==> config.mk <==
export PLATFORM = sky130hd
export DESIGN_NAME = burner_prepurge_supervisor
export DESIGN_NICKNAME = d
export VERILOG_FILES = /design/src/rtl/core/bps_pkg.sv /design/src/rtl/core/bps_div.sv /design/src/rtl/core/bps_dp.sv /design/src/rtl/core/bps_ctrl.sv /design/src/rtl/core/burner_prepurge_supervisor.sv
export VERILOG_INCLUDE_DIRS = /design/src /design/src/rtl/core
export SDC_FILE = /design/constraint.sdc
export NUM_CORES = 2
export LEC_CHECK = 0
export BUFFER_PORTS_ARGS = -buffer_cell sky130_fd_sc_hd__buf_4
export CAP_MARGIN = 20
export CORE_ASPECT_RATIO = 0.9
export CORE_UTILIZATION = 30
export DETAILED_ROUTE_END_ITERATION = 8
export PLACE_DENSITY = 0.48
export SYNTH_ARGS = -nofsm -noshare
export SYNTH_HDL_FRONTEND = slang
export SYNTH_SLANG_ARGS = --single-unit
==> constraint.sdc <==
create_clock -name clk -period 17.4 [get_ports clk]
set_input_delay 0.87 -clock clk [delete_from_list [all_inputs] [get_ports clk]]
set_output_delay 0.87 -clock clk [all_outputs]
set_load 0.1 [all_outputs]
==> src/rtl/core/assert_macros.svh <==
// ---------------------------------------------------------------------------
// Assertion macros
// Clocked concurrent assertion wrappers with synchronous active-low reset.
// ---------------------------------------------------------------------------
`ifndef ASSERT_MACROS_SVH
`define ASSERT_MACROS_SVH

// assert with explicit clock and reset
`define BPS_ASSERT_CR(lbl, ck, rstn, prop, msg) \
  lbl: assert property (@(posedge ck) disable iff (!(rstn)) (prop)) else $error(msg);

// assert on clk / rst_n
`define BPS_ASSERT(lbl, prop, msg) \
  `BPS_ASSERT_CR(lbl, clk, rst_n, prop, msg)

`endif

==> src/rtl/core/bps_pkg.sv <==
// ---------------------------------------------------------------------------
// bps_pkg
// Types and constants shared by the burner pre-purge supervisor modules.
// ---------------------------------------------------------------------------
`timescale 1ns / 1ps

package bps_pkg;

  localparam int unsigned CFG_AW = 3;
  localparam int unsigned CFG_DW = 16;
  localparam int unsigned IN_TDATA_W  = 32;
  localparam int unsigned OUT_TDATA_W = 32;

  // configuration register indexes
  localparam logic [CFG_AW-1:0] CFG_MIN_PURGE   = 3'd0;
  localparam logic [CFG_AW-1:0] CFG_TIMEOUT     = 3'd1;
  localparam logic [CFG_AW-1:0] CFG_RAMP        = 3'd2;
  localparam logic [CFG_AW-1:0] CFG_SPEED_BAND  = 3'd3;
  localparam logic [CFG_AW-1:0] CFG_STABLE      = 3'd4;
  localparam logic [CFG_AW-1:0] CFG_FLAME_FAULT = 3'd5;
  localparam logic [CFG_AW-1:0] CFG_BASE_SPEED  = 3'd6;
  localparam logic [CFG_AW-1:0] CFG_BLOCKED     = 3'd7;

  // reset values
  localparam logic [15:0] RST_MIN_PURGE   = 16'd150;
  localparam logic [15:0] RST_TIMEOUT     = 16'd800;
  localparam logic [15:0] RST_RAMP        = 16'd600;
  localparam logic [15:0] RST_SPEED_BAND  = 16'd100;
  localparam logic [7:0]  RST_STABLE      = 8'd50;
  localparam logic [15:0] RST_FLAME_FAULT = 16'd100;

  // next_state codes
  localparam logic [1:0] NS_STAY   = 2'd0;
  localparam logic [1:0] NS_IGNITE = 2'd1;
  localparam logic [1:0] NS_END    = 2'd2;
  localparam logic [1:0] NS_IDLE   = 2'd3;

  // error_kind codes
  localparam logic [2:0] ERR_NONE    = 3'd0;
  localparam logic [2:0] ERR_STOPPED = 3'd1;
  localparam logic [2:0] ERR_BLOCKED = 3'd2;
  localparam logic [2:0] ERR_FLAME   = 3'd3;
  localparam logic [2:0] ERR_HEAT    = 3'd4;
  localparam logic [2:0] ERR_SENSOR  = 3'd5;

  typedef struct packed {
    logic [15:0] min_purge;
    logic [15:0] timeout;
    logic [15:0] ramp;
    logic [15:0] speed_band;
    logic [7:0]  stable;
    logic [15:0] flame_fault;
    logic [15:0] base_speed;
    logic [15:0] blocked;
  } cfg_t;

  typedef struct packed {
    logic        cmd;
    logic        fan_running;
    logic [15:0] fan_speed;
    logic        flame_seen;
    logic        burn_enable;
    logic        water_flow;
    logic        overheat_switch;
    logic        valve_fault;
    logic [7:0]  sensor_fault_code;
  } item_t;

  typedef struct packed {
    logic [1:0]  next_state;
    logic [2:0]  error_kind;
    logic [7:0]  sensor_code;
    logic        fan_force_off;
    logic [15:0] blocked_threshold;
  } result_t;

  // controller -> datapath
  typedef struct packed {
    logic load;
    logic eval;
    logic mul;
    logic div_start;
    logic out_load;
  } dp_cmd_t;

  // datapath -> controller
  typedef struct packed {
    logic need_div;
    logic div_done;
  } dp_sts_t;

  typedef enum logic [2:0] {
    ST_IDLE,
    ST_EVAL,
    ST_MUL,
    ST_DIVLD,
    ST_DIV,
    ST_DONE
  } bps_state_t;

endpackage

==> src/rtl/core/bps_div.sv <==
// ---------------------------------------------------------------------------
// bps_div
// Restoring divider, one quotient bit per cycle, 32/16 with 16-bit quotient.
// ---------------------------------------------------------------------------
`timescale 1ns / 1ps

module bps_div (
  input  logic        clk,
  input  logic        rst_n,
  input  logic        start,
  input  logic [31:0] dividend,   // upper half must be below divisor
  input  logic [15:0] divisor,
  output logic        done,
  output logic [15:0] quotient
);

  logic [15:0] rem_r, rem_nxt;
  logic [15:0] quo_r, quo_nxt;
  logic [3:0]  cnt_r;
  logic        busy_r;
  logic        done_r;
  logic [16:0] rem_sh;
  logic        ge;

  always_comb begin
    rem_sh  = {rem_r, quo_r[15]};
    ge      = (rem_sh >= {1'b0, divisor});
    rem_nxt = ge ? 16'(rem_sh - {1'b0, divisor}) : rem_sh[15:0];
    quo_nxt = {quo_r[14:0], ge};
  end

  always_ff @(posedge clk) begin
    if (!rst_n) begin
      busy_r <= 1'b0;
      done_r <= 1'b0;
      cnt_r  <= '0;
    end else begin
      done_r <= 1'b0;
      if (start) begin
        busy_r <= 1'b1;
        cnt_r  <= '0;
      end else if (busy_r) begin
        cnt_r <= cnt_r + 4'd1;
        if (cnt_r == 4'hF) begin
          busy_r <= 1'b0;
          done_r <= 1'b1;
        end
      end
    end
  end

  always_ff @(posedge clk) begin
    if (start) begin
      rem_r <= dividend[31:16];
      quo_r <= dividend[15:0];
    end else if (busy_r) begin
      rem_r <= rem_nxt;
      quo_r <= quo_nxt;
    end
  end

  assign done     = done_r;
  assign quotient = quo_r;

endmodule

==> src/rtl/core/bps_dp.sv <==
// ---------------------------------------------------------------------------
// bps_dp
// Datapath: item capture, supervision state, fault decisions, ramp divide.
// ---------------------------------------------------------------------------
`timescale 1ns / 1ps

module bps_dp import bps_pkg::*; (
  input  logic    clk,
  input  logic    rst_n,
  input  cfg_t    cfg,
  input  item_t   item,
  input  dp_cmd_t cmd,
  output dp_sts_t sts,
  output result_t res
);

  item_t       it_r;
  logic [15:0] tick_r, last_r, flame_r;
  logic [7:0]  stab_r;
  logic [1:0]  nxt_r;
  logic [2:0]  err_r;
  logic [7:0]  scode_r;
  logic        force_r, ramp_r, ign_r;
  logic [15:0] diff_r, el_r;
  logic [31:0] prod_r;
  result_t     res_r;

  logic [15:0] tick_nxt, last_nxt, flame_nxt, el_raw, el_nxt, diff_nxt;
  logic [7:0]  stab_nxt;
  logic [16:0] last_hi, speed_hi;
  logic        in_band, timeout, ramp_on, flame_flt, ign_ok;
  logic [1:0]  ev_nxt;
  logic [2:0]  ev_err;
  logic [7:0]  ev_scode;
  logic        ev_force;
  logic [15:0] quo, thr_sum;
  logic        div_done;

  bps_div u_div (
    .clk      (clk),
    .rst_n    (rst_n),
    .start    (cmd.div_start),
    .dividend (prod_r),
    .divisor  (cfg.ramp),
    .done     (div_done),
    .quotient (quo)
  );

  always_comb begin
    last_hi  = {1'b0, last_r} + {1'b0, cfg.speed_band};
    speed_hi = {1'b0, it_r.fan_speed} + {1'b0, cfg.speed_band};
    in_band  = (last_hi >= {1'b0, it_r.fan_speed}) && ({1'b0, last_r} <= speed_hi);
    if (it_r.fan_running) begin
      if (!in_band || (tick_r <= {8'd0, cfg.stable})) begin
        stab_nxt = '0;
      end else if (stab_r != 8'hFF) begin
        stab_nxt = stab_r + 8'd1;
      end else begin
        stab_nxt = stab_r;
      end
      last_nxt = it_r.fan_speed;
    end else begin
      stab_nxt = '0;
      last_nxt = '0;
    end

    tick_nxt = (tick_r != 16'hFFFF) ? tick_r + 16'd1 : tick_r;
    timeout  = tick_nxt > cfg.timeout;
    ramp_on  = !timeout && (tick_nxt >= cfg.min_purge);
    el_raw   = tick_nxt - cfg.min_purge;
    el_nxt   = (el_raw > cfg.ramp) ? cfg.ramp : el_raw;
    diff_nxt = cfg.blocked - cfg.base_speed;

    if (it_r.flame_seen) begin
      flame_nxt = (flame_r != 16'hFFFF) ? flame_r + 16'd1 : flame_r;
    end else begin
      flame_nxt = '0;
    end
    flame_flt = flame_nxt >= cfg.flame_fault;

    ev_nxt   = NS_STAY;
    ev_err   = ERR_NONE;
    ev_scode = '0;
    ev_force = 1'b0;
    if (timeout && !it_r.flame_seen) begin
      ev_err   = it_r.fan_running ? ERR_BLOCKED : ERR_STOPPED;
      ev_force = !it_r.fan_running;
      ev_nxt   = NS_END;
    end
    if (!it_r.burn_enable || !it_r.water_flow) begin
      ev_nxt = NS_IDLE;
    end
    if (flame_flt) begin
      ev_err = ERR_FLAME;
      ev_nxt = NS_END;
    end
    if (it_r.overheat_switch || it_r.valve_fault) begin
      ev_err = ERR_HEAT;
      ev_nxt = NS_END;
    end
    if (it_r.sensor_fault_code != 8'd0) begin
      ev_err   = ERR_SENSOR;
      ev_scode = it_r.sensor_fault_code;
      ev_nxt   = NS_END;
    end

    ign_ok = ramp_on && it_r.fan_running && (stab_nxt > cfg.stable)
          && it_r.burn_enable && it_r.water_flow && !flame_flt
          && !it_r.overheat_switch && !it_r.valve_fault
          && (it_r.sensor_fault_code == 8'd0);
  end

  always_comb begin
    thr_sum = ((cfg.ramp == 16'd0) ? diff_r : quo) + cfg.base_speed;
  end

  // supervision state
  always_ff @(posedge clk) begin
    if (!rst_n) begin
      tick_r  <= '0;
      last_r  <= '0;
      stab_r  <= '0;
      flame_r <= '0;
    end else if (cmd.eval) begin
      if (it_r.cmd) begin
        tick_r <= '0;
      end else begin
        tick_r  <= tick_nxt;
        last_r  <= last_nxt;
        stab_r  <= stab_nxt;
        flame_r <= flame_nxt;
      end
    end
  end

  always_ff @(posedge clk) begin
    if (!rst_n) begin
      ramp_r <= 1'b0;
    end else if (cmd.eval) begin
      ramp_r <= !it_r.cmd && ramp_on;
    end
  end

  always_ff @(posedge clk) begin
    if (cmd.load) begin
      it_r <= item;
    end
    if (cmd.eval) begin
      if (it_r.cmd) begin
        nxt_r   <= NS_STAY;
        err_r   <= ERR_NONE;
        scode_r <= '0;
        force_r <= 1'b0;
        ign_r   <= 1'b0;
      end else begin
        nxt_r   <= ev_nxt;
        err_r   <= ev_err;
        scode_r <= ev_scode;
        force_r <= ev_force;
        ign_r   <= ign_ok;
      end
      diff_r <= diff_nxt;
      el_r   <= el_nxt;
    end
    if (cmd.mul) begin
      prod_r <= {16'd0, diff_r} * {16'd0, el_r};
    end
    if (cmd.out_load) begin
      res_r.next_state        <= (ign_r && (it_r.fan_speed < thr_sum)) ? NS_IGNITE : nxt_r;
      res_r.error_kind        <= err_r;
      res_r.sensor_code       <= scode_r;
      res_r.fan_force_off     <= force_r;
      res_r.blocked_threshold <= ramp_r ? thr_sum : 16'd0;
    end
  end

  assign sts.need_div = ramp_r && (cfg.ramp != 16'd0);
  assign sts.div_done = div_done;
  assign res          = res_r;

endmodule

==> src/rtl/core/bps_ctrl.sv <==
// ---------------------------------------------------------------------------
// bps_ctrl
// Controller: sequences capture, evaluation, ramp divide and result output.
// ---------------------------------------------------------------------------
`timescale 1ns / 1ps

module bps_ctrl import bps_pkg::*; (
  input  logic    clk,
  input  logic    rst_n,
  input  logic    in_tvalid,
  output logic    in_tready,
  output logic    out_tvalid,
  input  logic    out_tready,
  input  dp_sts_t sts,
  output dp_cmd_t cmd
);

  bps_state_t state_r, state_nxt;
  logic       oval_r, oval_nxt;

  always_ff @(posedge clk) begin
    if (!rst_n) begin
      state_r <= ST_IDLE;
      oval_r  <= 1'b0;
    end else begin
      state_r <= state_nxt;
      oval_r  <= oval_nxt;
    end
  end

  always_comb begin
    state_nxt = state_r;
    cmd       = '0;
    in_tready = 1'b0;
    oval_nxt  = out_tready ? 1'b0 : oval_r;
    case (state_r)
      ST_IDLE: begin
        in_tready = 1'b1;
        if (in_tvalid) begin
          cmd.load  = 1'b1;
          state_nxt = ST_EVAL;
        end
      end
      ST_EVAL: begin
        cmd.eval  = 1'b1;
        state_nxt = ST_MUL;
      end
      ST_MUL: begin
        // skip the divide when no ramp is computed or ramp length is zero
        cmd.mul   = 1'b1;
        state_nxt = sts.need_div ? ST_DIVLD : ST_DONE;
      end
      ST_DIVLD: begin
        cmd.div_start = 1'b1;
        state_nxt     = ST_DIV;
      end
      ST_DIV: begin
        if (sts.div_done) begin
          state_nxt = ST_DONE;
        end
      end
      ST_DONE: begin
        if (!oval_r || out_tready) begin
          cmd.out_load = 1'b1;
          oval_nxt     = 1'b1;
          state_nxt    = ST_IDLE;
        end
      end
      default: begin
        state_nxt = ST_IDLE;
      end
    endcase
  end

  assign out_tvalid = oval_r;

endmodule

==> src/rtl/core/burner_prepurge_supervisor.sv <==
// ---------------------------------------------------------------------------
// burner_prepurge_supervisor
// Pre-purge fan phase supervisor: one input transaction per 10 ms tick or
// state entry, one result transaction per input transaction.
// Input stream (in_*): tuser carries cmd (0 tick, 1 enter); tdata carries the
// fan, flame, enable, water, overheat, valve and sensor fields.
// Result stream (out_*): next state, error kind, sensor code, fan force-off
// and the ramped blocked-speed threshold.
// Configuration: cfg_we writes cfg_wdata to the register at cfg_addr.
// An enter item, or a tick outside the ramp window, passes the evaluate, multiply
// and done states; a tick inside the ramp window with a nonzero ramp length also
// passes the divider load and divide states of the 16-step restoring divider.
// One item is processed at a time; in_tready is high only while idle, so a new
// item is taken only once the previous result has moved to the output register.
// The result sits in an output register, so the next item is accepted while
// it waits; if the receiver stalls, the following result holds in the block
// until the output register frees, and input is blocked meanwhile.
// Reset clears the tick, stability and flame counters and loads the default
// configuration values.
// ---------------------------------------------------------------------------
`timescale 1ns / 1ps
`include "assert_macros.svh"

module burner_prepurge_supervisor import bps_pkg::*; (
  input  logic                   clk,
  input  logic                   rst_n,
  input  logic                   in_tvalid,
  output logic                   in_tready,
  // fan_running, fan_speed, flame_seen, burn_enable, water_flow,
  // overheat_switch, valve_fault, sensor_fault_code
  input  logic [IN_TDATA_W-1:0]  in_tdata,
  // cmd
  input  logic                   in_tuser,
  output logic                   out_tvalid,
  input  logic                   out_tready,
  // next_state, error_kind, sensor_code, fan_force_off, blocked_threshold
  output logic [OUT_TDATA_W-1:0] out_tdata,
  input  logic                   cfg_we,
  input  logic [CFG_AW-1:0]      cfg_addr,
  input  logic [CFG_DW-1:0]      cfg_wdata
);

  cfg_t    cfg_r;
  item_t   item;
  result_t res;
  dp_cmd_t cmd;
  dp_sts_t sts;

  always_ff @(posedge clk) begin
    if (!rst_n) begin
      cfg_r.min_purge   <= RST_MIN_PURGE;
      cfg_r.timeout     <= RST_TIMEOUT;
      cfg_r.ramp        <= RST_RAMP;
      cfg_r.speed_band  <= RST_SPEED_BAND;
      cfg_r.stable      <= RST_STABLE;
      cfg_r.flame_fault <= RST_FLAME_FAULT;
      cfg_r.base_speed  <= '0;
      cfg_r.blocked     <= '0;
    end else if (cfg_we) begin
      case (cfg_addr)
        CFG_MIN_PURGE:   cfg_r.min_purge   <= cfg_wdata;
        CFG_TIMEOUT:     cfg_r.timeout     <= cfg_wdata;
        CFG_RAMP:        cfg_r.ramp        <= cfg_wdata;
        CFG_SPEED_BAND:  cfg_r.speed_band  <= cfg_wdata;
        CFG_STABLE:      cfg_r.stable      <= cfg_wdata[7:0];
        CFG_FLAME_FAULT: cfg_r.flame_fault <= cfg_wdata;
        CFG_BASE_SPEED:  cfg_r.base_speed  <= cfg_wdata;
        CFG_BLOCKED:     cfg_r.blocked     <= cfg_wdata;
        default: begin
        end
      endcase
    end
  end

  always_comb begin
    item.cmd               = in_tuser;
    item.fan_running       = in_tdata[0];
    item.fan_speed         = in_tdata[16:1];
    item.flame_seen        = in_tdata[17];
    item.burn_enable       = in_tdata[18];
    item.water_flow        = in_tdata[19];
    item.overheat_switch   = in_tdata[20];
    item.valve_fault       = in_tdata[21];
    item.sensor_fault_code = in_tdata[29:22];
  end

  assign out_tdata = {2'b00, res.blocked_threshold, res.fan_force_off,
                      res.sensor_code, res.error_kind, res.next_state};

  bps_ctrl u_ctrl (
    .clk        (clk),
    .rst_n      (rst_n),
    .in_tvalid  (in_tvalid),
    .in_tready  (in_tready),
    .out_tvalid (out_tvalid),
    .out_tready (out_tready),
    .sts        (sts),
    .cmd        (cmd)
  );

  bps_dp u_dp (
    .clk   (clk),
    .rst_n (rst_n),
    .cfg   (cfg_r),
    .item  (item),
    .cmd   (cmd),
    .sts   (sts),
    .res   (res)
  );

  `BPS_ASSERT(a_busy_after_accept, (in_tvalid && in_tready) |=> !in_tready, "accepted while busy")
  `BPS_ASSERT(a_err_range, out_tvalid |-> (out_tdata[4:2] <= ERR_SENSOR), "error kind out of range")
  `BPS_ASSERT(a_scode_only_sensor, (out_tvalid && (out_tdata[4:2] != ERR_SENSOR)) |-> (out_tdata[12:5] == 8'd0), "sensor code without sensor error")
  `BPS_ASSERT(a_force_ends_purge, (out_tvalid && out_tdata[13]) |-> out_tdata[1], "fan force-off while staying")
  `BPS_ASSERT(a_ignite_clean, (out_tvalid && (out_tdata[1:0] == NS_IGNITE)) |-> (out_tdata[4:2] == ERR_NONE), "ignition with error")

endmodule

After elaboration in Yosys (flattened, before gate mapping)
Index checks and enable logic that the tools add are counted.
W data, S select, Z words.
{ "totals": {"inputBits": 57, "wordCells": 186, "rom_bits": 0, "mem_count": 0, "latchBits": 0, "register_bits": 359, "ram_bits": 0, "output_inout_bits": 34} }
{ "op_classes": {"shift": 0, "multipliers": 1, "n_eq_ne": 19, "n_reduce_logical": 52, "bitwise_logic": 5, "div_mod_pow": 0, "magnitude_cmp": 10, "n_mux": 45, "addsub": 10} }
{ "op_table": {"columns": ["operator", "n"], "rows": [
  ["$mux W16", 12],
  ["$sub A16 B16 Y16", 3],
  ["$add A16 B16 Y17", 2],
  ["$ge A17 B16 Y1", 2],
  ["$add A16 B1 Y16 const B", 2],
  ["$ge A16 B16 Y1", 2],
  ["$gt A16 B16 Y1", 2],
  ["$mul A16 B16 Y32", 1],
  ["$ne A16 B16 Y1 const B", 2],
  ["$mux W3", 8],
  ["$mux W8", 3],
  ["$eq A3 B3 Y1 const B", 6],
  ["$pmux W3 S6", 1],
  ["$reduce_and A2 Y1", 9],
  ["$le A16 B17 Y1", 1],
  ["$add A16 B16 Y16", 1],
  ["$le A16 B8 Y1", 1],
  ["$logic_not A16 Y1", 1],
  ["$lt A16 B16 Y1", 1],
  ["$reduce_bool A16 Y1", 1],
  ["$mux W1", 15],
  ["$logic_and A1 B1 Y1", 14],
  ["$eq A3 B2 Y1 const B", 4],
  ["$mux W2", 6],
  ["other kinds (19)", 42]
]} }

Depth between registers and ports, before layout
{ "depth": {"word_depth": 15, "mapped_depth": 28} }

Hierarchy
A second synthesis with hierarchy kept.
{ "unflattened": {"hier_cells": 3266, "hier_area_um2": 30490.5} }
{ "modules_own_cells": {"columns": ["module", "seq_area_each_um2", "area_each_um2", "cells_each", "instances"], "rows": [
  ["bps_dp", 5345.1, 22829.4, 2526, 1],
  ["burner_prepurge_supervisor", 2402.3, 4481.8, 426, 1],
  ["bps_div", 1081.0, 2932.8, 285, 1],
  ["bps_ctrl", 80.1, 246.5, 29, 1]
]} }

Worst setup path after synthesis
OpenSTA, ideal clock, no wires.
{ "synth_path": {"path_kind": "reg2reg", "from": "reg u_dp.diff_r[13]", "to": "reg u_dp.prod_r[27] (data pin)", "synth_period_minus_slack_ps": 6096, "setup_ps": 262, "n_path_buf": 2, "arrival_ps": 5834, "stages_incl_launch_ff": 24, "setup_slack_ps": 11304, "path_cell_list": "edfxtp_1 -> clkbuf_1 -> clkbuf_1 -> nand2_1 -> fa_1 -> inv_1 -> fa_1 -> inv_1 -> fa_1 -> inv_1 -> fa_1 -> inv_1 -> fa_1 -> inv_1 -> fa_1 -> ha_1 -> and4_1 -> nand3_1 -> nor3b_2 -> nor2_1 -> o311a_1 -> o21ba_2 -> o21bai_1 -> xor2_1"} }
{ "synth_via": {"elab_chain_len": 1} }
{ "synth_rtl": {"columns": ["item", "line", "source"], "rows": [
  ["start: declaration", "bps_dp.sv:24", "logic [15:0] diff_r, el_r;"],
  ["start signal: assignment", "bps_dp.sv:162", "diff_r <= diff_nxt;"],
  ["$mul A16 B16 Y32", "bps_dp.sv:166", "prod_r <= {16'd0, diff_r} * {16'd0, el_r};"],
  ["end signal: assignment", "bps_dp.sv:166", null],
  ["end: declaration", "bps_dp.sv:25", "logic [31:0] prod_r;"]
]} }
Every way passes these cells.
A chain may end at the register's enable or synchronous reset.

Worst setup path after layout
{ "layout_path": {"from": "reg u_dp.diff_r[12]", "to": "reg u_dp.prod_r[30] (data pin)"} }
Same word-level chain as after synthesis.

==> reports/results.tsv <==
metric	value	unit
final_util	0.339	
start_util	0.303	
hold_viol	0	
cp_common_cell	fa_1	
cp.depth	21	
top_usage_layer	met2	
rsz0062_at_grt	no	
overflow	0	
ys_warn_count	0	
leakage	0.0143	uW
timing.final.crit_period	7.08	ns
syn_area	29800	um2
grt_usage	0.167	
vias	22700	
cts_sinks	359	
fin_setup_tns	0	ns
cp-end-kind	flip-flop	
synth_edf_count	172	
numCtsBuffers	45	
use_met1	0.242	
crit_buf_inv	6	
crit_start	u_dp.diff_r[12]$_DFFE_PP_	
maxSlewHeadroom	0.334	
outcome	finished, final reports clean	
synth-seq-cells	359	
yosys-top-cells-area	edfxtp_1 (17%), fa_1 (13%), ha_1 (13%)	
fin_skew	0.0170	ns
clock_path_buffers	3	
antenna_found_initial	0	
drive_gt1_frac	0.0754	
postCtsSetupBuffers	0	
ios	91	
cp-endpoint	u_dp.prod_r[30]$_DFFE_PP_	
clock_latency	0.58	ns
drt-total-wl	83800	um
slew_violations	0	
die-area	101000	um2
post-dp-hpwl	62400	um
fmax	0.141	GHz
setup_viol	0	
ff2ff_setup_slack	10.32	ns
r2r_cells	21	
ir_drop	0.000204	V
die_y	301	um
cp.arrival	7.35	ns
htreeDepth	2	
synth_flop_cell	dfxtp_1	
criticalPathCategory	flip-flop to flip-flop	
grt_use_met3	0.0194	
syn_inst	3294	
crit_family	adder cells	
syn_area_per_cell	9.05	um2
synth-seq-area-share	0.299	
final_net_count	3904	
tightest_slew	0.998	ns
path_max_fanout	12	
cts_tree	yes	
hold_path_class	flip-flop to flip-flop	
reg2reg_to	u_dp.prod_r[30]$_DFFE_PP_	
syn_to_final_growth	11.9	%
drt-pass1-iter-count	7	
io_buffers	86	
cp.required	17.67	ns
async_flop_share	0	
routabilityCongestion	0.813	
post-route-period-util	0.407	
drc	0	
antenna_cells	0	
cp_cell_sequence	buf_4 -> nand2_1 -> fa_1 -> inv_1 -> fa_1 -> inv_1 -> fa_1 -> inv_1 -> fa_1 -> inv_1 -> fa_1 -> inv_1 -> fa_1 -> ha_1 -> and4_1 -> nand3_1 -> nor3_1 -> o31ai_1 -> a311oi_1 -> mux2i_1 -> o2111ai_1	
grt_max_degree	88	
die_w	334	um
r2r-start	u_dp.diff_r[12]$_DFFE_PP_	
ctsResizeCount	0	
ant_nets	0	
clkTransAtPathRegs	0.06	ns
cts-hold-fix-buffers	0	
drtIter0Drc	1247	
slowest_stage	edfxtp_1	
crit_path_max_incr_delay	0.69	ns
timing.max_cap.violations	0	
row_count	109	
netlist-cell-type-count	84	
synth_area_leader_cell	edfxtp_1	
grt_pass1_vias	22000	
grt_pass1_wl	131000	um
yosysTopAreaCellShare	0.173	
startpoint_type	flip-flop	
avgRoutedWirePerCell	17.8	um
coreArea	98300	um2
clockRootBuffer	clkbuf_16	
grt_util_met2	0.269	
powerDensity	142	nW/um2
routed_via_density	4.82	
power by group:
part / internal (uW) / switching [uW]
clock network: 565 / 385
logic: 1130 / 1520
registers: 1080 / 53.7
total: 2770 / 1960
worst min-delay path by stage:
stage          cells after the start  slack [ns]                     startpoint                     end
2_1_floorplan                      0        0.40     u_dp.force_r$_SDFFCE_PP0P_  u_dp.res[16]$_DFFE_PP_
5_1_grt                            0        0.42    u_dp.err_r[0]$_SDFFCE_PP0P_  u_dp.res[25]$_DFFE_PP_
3_3_place_gp                       0        0.40  u_dp.scode_r[5]$_SDFFCE_PP0P_  u_dp.res[22]$_DFFE_PP_
3_5_place_dp                       0        0.40  u_dp.scode_r[7]$_SDFFCE_PP0P_  u_dp.res[24]$_DFFE_PP_
4_1_cts                            0        0.42    u_dp.err_r[0]$_SDFFCE_PP0P_  u_dp.res[25]$_DFFE_PP_
6_report                           0        0.42    u_dp.err_r[0]$_SDFFCE_PP0P_  u_dp.res[25]$_DFFE_PP_
worst reg2reg max path, stage by stage (launching register included):
cell       delay, ns
edfxtp_1        0.69
buf_4           0.32
nand2_1         0.10
fa_1            0.53
inv_1           0.06
fa_1            0.53
inv_1           0.05
fa_1            0.50
inv_1           0.05
fa_1            0.53
inv_1           0.06
fa_1            0.48
inv_1           0.05
fa_1            0.45
ha_1            0.38
and4_1          0.25
nand3_1         0.14
nor3_1          0.35
o31ai_1         0.23
a311oi_1        0.60
mux2i_1         0.25
o2111ai_1       0.18
metrics by stage:
stage                     area (um2)  std cells  setup slack (ns)  hold slack [ns]  power [uW]
final                          33400       4701             10.32            0.416        4730
after global routing           33400       4701              9.85            0.424        5190
after CTS                      33400       4698             10.15            0.417        4790
after detailed placement       31900       4616             10.20            0.405        3760
after global placement         31900       4615             10.19            0.400        3800
after floorplan                29800       3295             11.30            0.400        3160
cell usage after synthesis, types with 34 or more instances:
master	count
ha_1	313
inv_1	357
a21boi_0	129
nand4_1	34
nor3_1	56
nand3_1	75
xnor2_1	69
o21ai_0	79
edfxtp_1	172
nor2b_1	55
and2_1	104
fa_1	200
clkbuf_1	106
mux2_2	34
nand2_1	567
nor2_1	158
o21a_1	35
dfxtp_1	187
xor2_1	50
a21oi_1	118
a21o_1	69
flip-flops by register name, summed over array words and instances, names as in the netlist, 4 cells and up:
register,count
u_dp.diff_r,16
cfg_r,120
u_dp.stab_r,8
u_dp.u_div.rem_r,16
u_dp.prod_r,32
u_dp.it_r,31
u_dp.res,30
u_dp.last_r,16
u_dp.u_div.cnt_r,4
u_dp.flame_r,16
u_dp.tick_r,16
u_dp.u_div.quotient,16
u_dp.el_r,16
u_dp.scode_r,8
metal layers:
metal  part of all wire  up-vias  wire, um
met3              0.030       77      2510
li1                   -    11200         -
met2               0.45      309     37800
met4              0.015        0      1290
met5                  0        -         0
met1               0.50    11000     42100
cell families after synthesis:
logic type,count (synthesis),synth area share
AOI/OAI and AO/OA,589,0.134
DFF,359,0.299
other,1,0.000126
muxes,55,0.0199
adders and majority gates,513,0.266
buffers and inverters,486,0.0629
and+or+nand+nor,1172,0.184
xor gates and xnor gates,119,0.0350
layout make-up:
class | count | area (um2)
multi-input combinational | 2450 | 19100
sequential | 359 | 8910
inverter | 360 | 1350
timing repair buffer | 118 | 886
clock inverter | 18 | 149
clock buffer | 64 | 1340
fill | 10200 | 65000
tap | 1332 | 1670
layout by cell type, fill, tap and decap left out, types with 6 or more instances in the layout:
cell type | netlist | final
nand2b_1 | 20 | 19
buf_4 | 10 | 117
clkinv_1 | 2 | 8
nor2b_1 | 55 | 55
a211oi_1 | 20 | 19
and3_1 | 21 | 21
a22oi_1 | 14 | 14
o31ai_1 | 12 | 12
nand2_1 | 567 | 567
o21a_1 | 35 | 35
a31oi_1 | 14 | 14
nand3_1 | 75 | 75
nor3_1 | 56 | 55
mux2i_1 | 21 | 21
o21bai_1 | 8 | 8
nand4_1 | 34 | 34
nor2_1 | 158 | 156
xnor2_1 | 69 | 69
or2_2 | 8 | 8
a211o_1 | 6 | 6
a21boi_0 | 129 | 129
clkbuf_16 | 0 | 48
or3_1 | 18 | 18
xor2_1 | 50 | 50
mux2_2 | 34 | 34
inv_1 | 357 | 356
o211ai_1 | 29 | 29
and2_1 | 104 | 103
o211a_1 | 6 | 6
nor4_1 | 15 | 15
o21ai_0 | 79 | 79
clkbuf_1 | 106 | 8
ha_1 | 313 | 313
fa_1 | 200 | 200
a21o_1 | 69 | 69
clkbuf_8 | 0 | 8
a21oi_1 | 118 | 118
dfxtp_1 | 187 | 187
edfxtp_1 | 172 | 172
(Power assumes the default switching activity.)
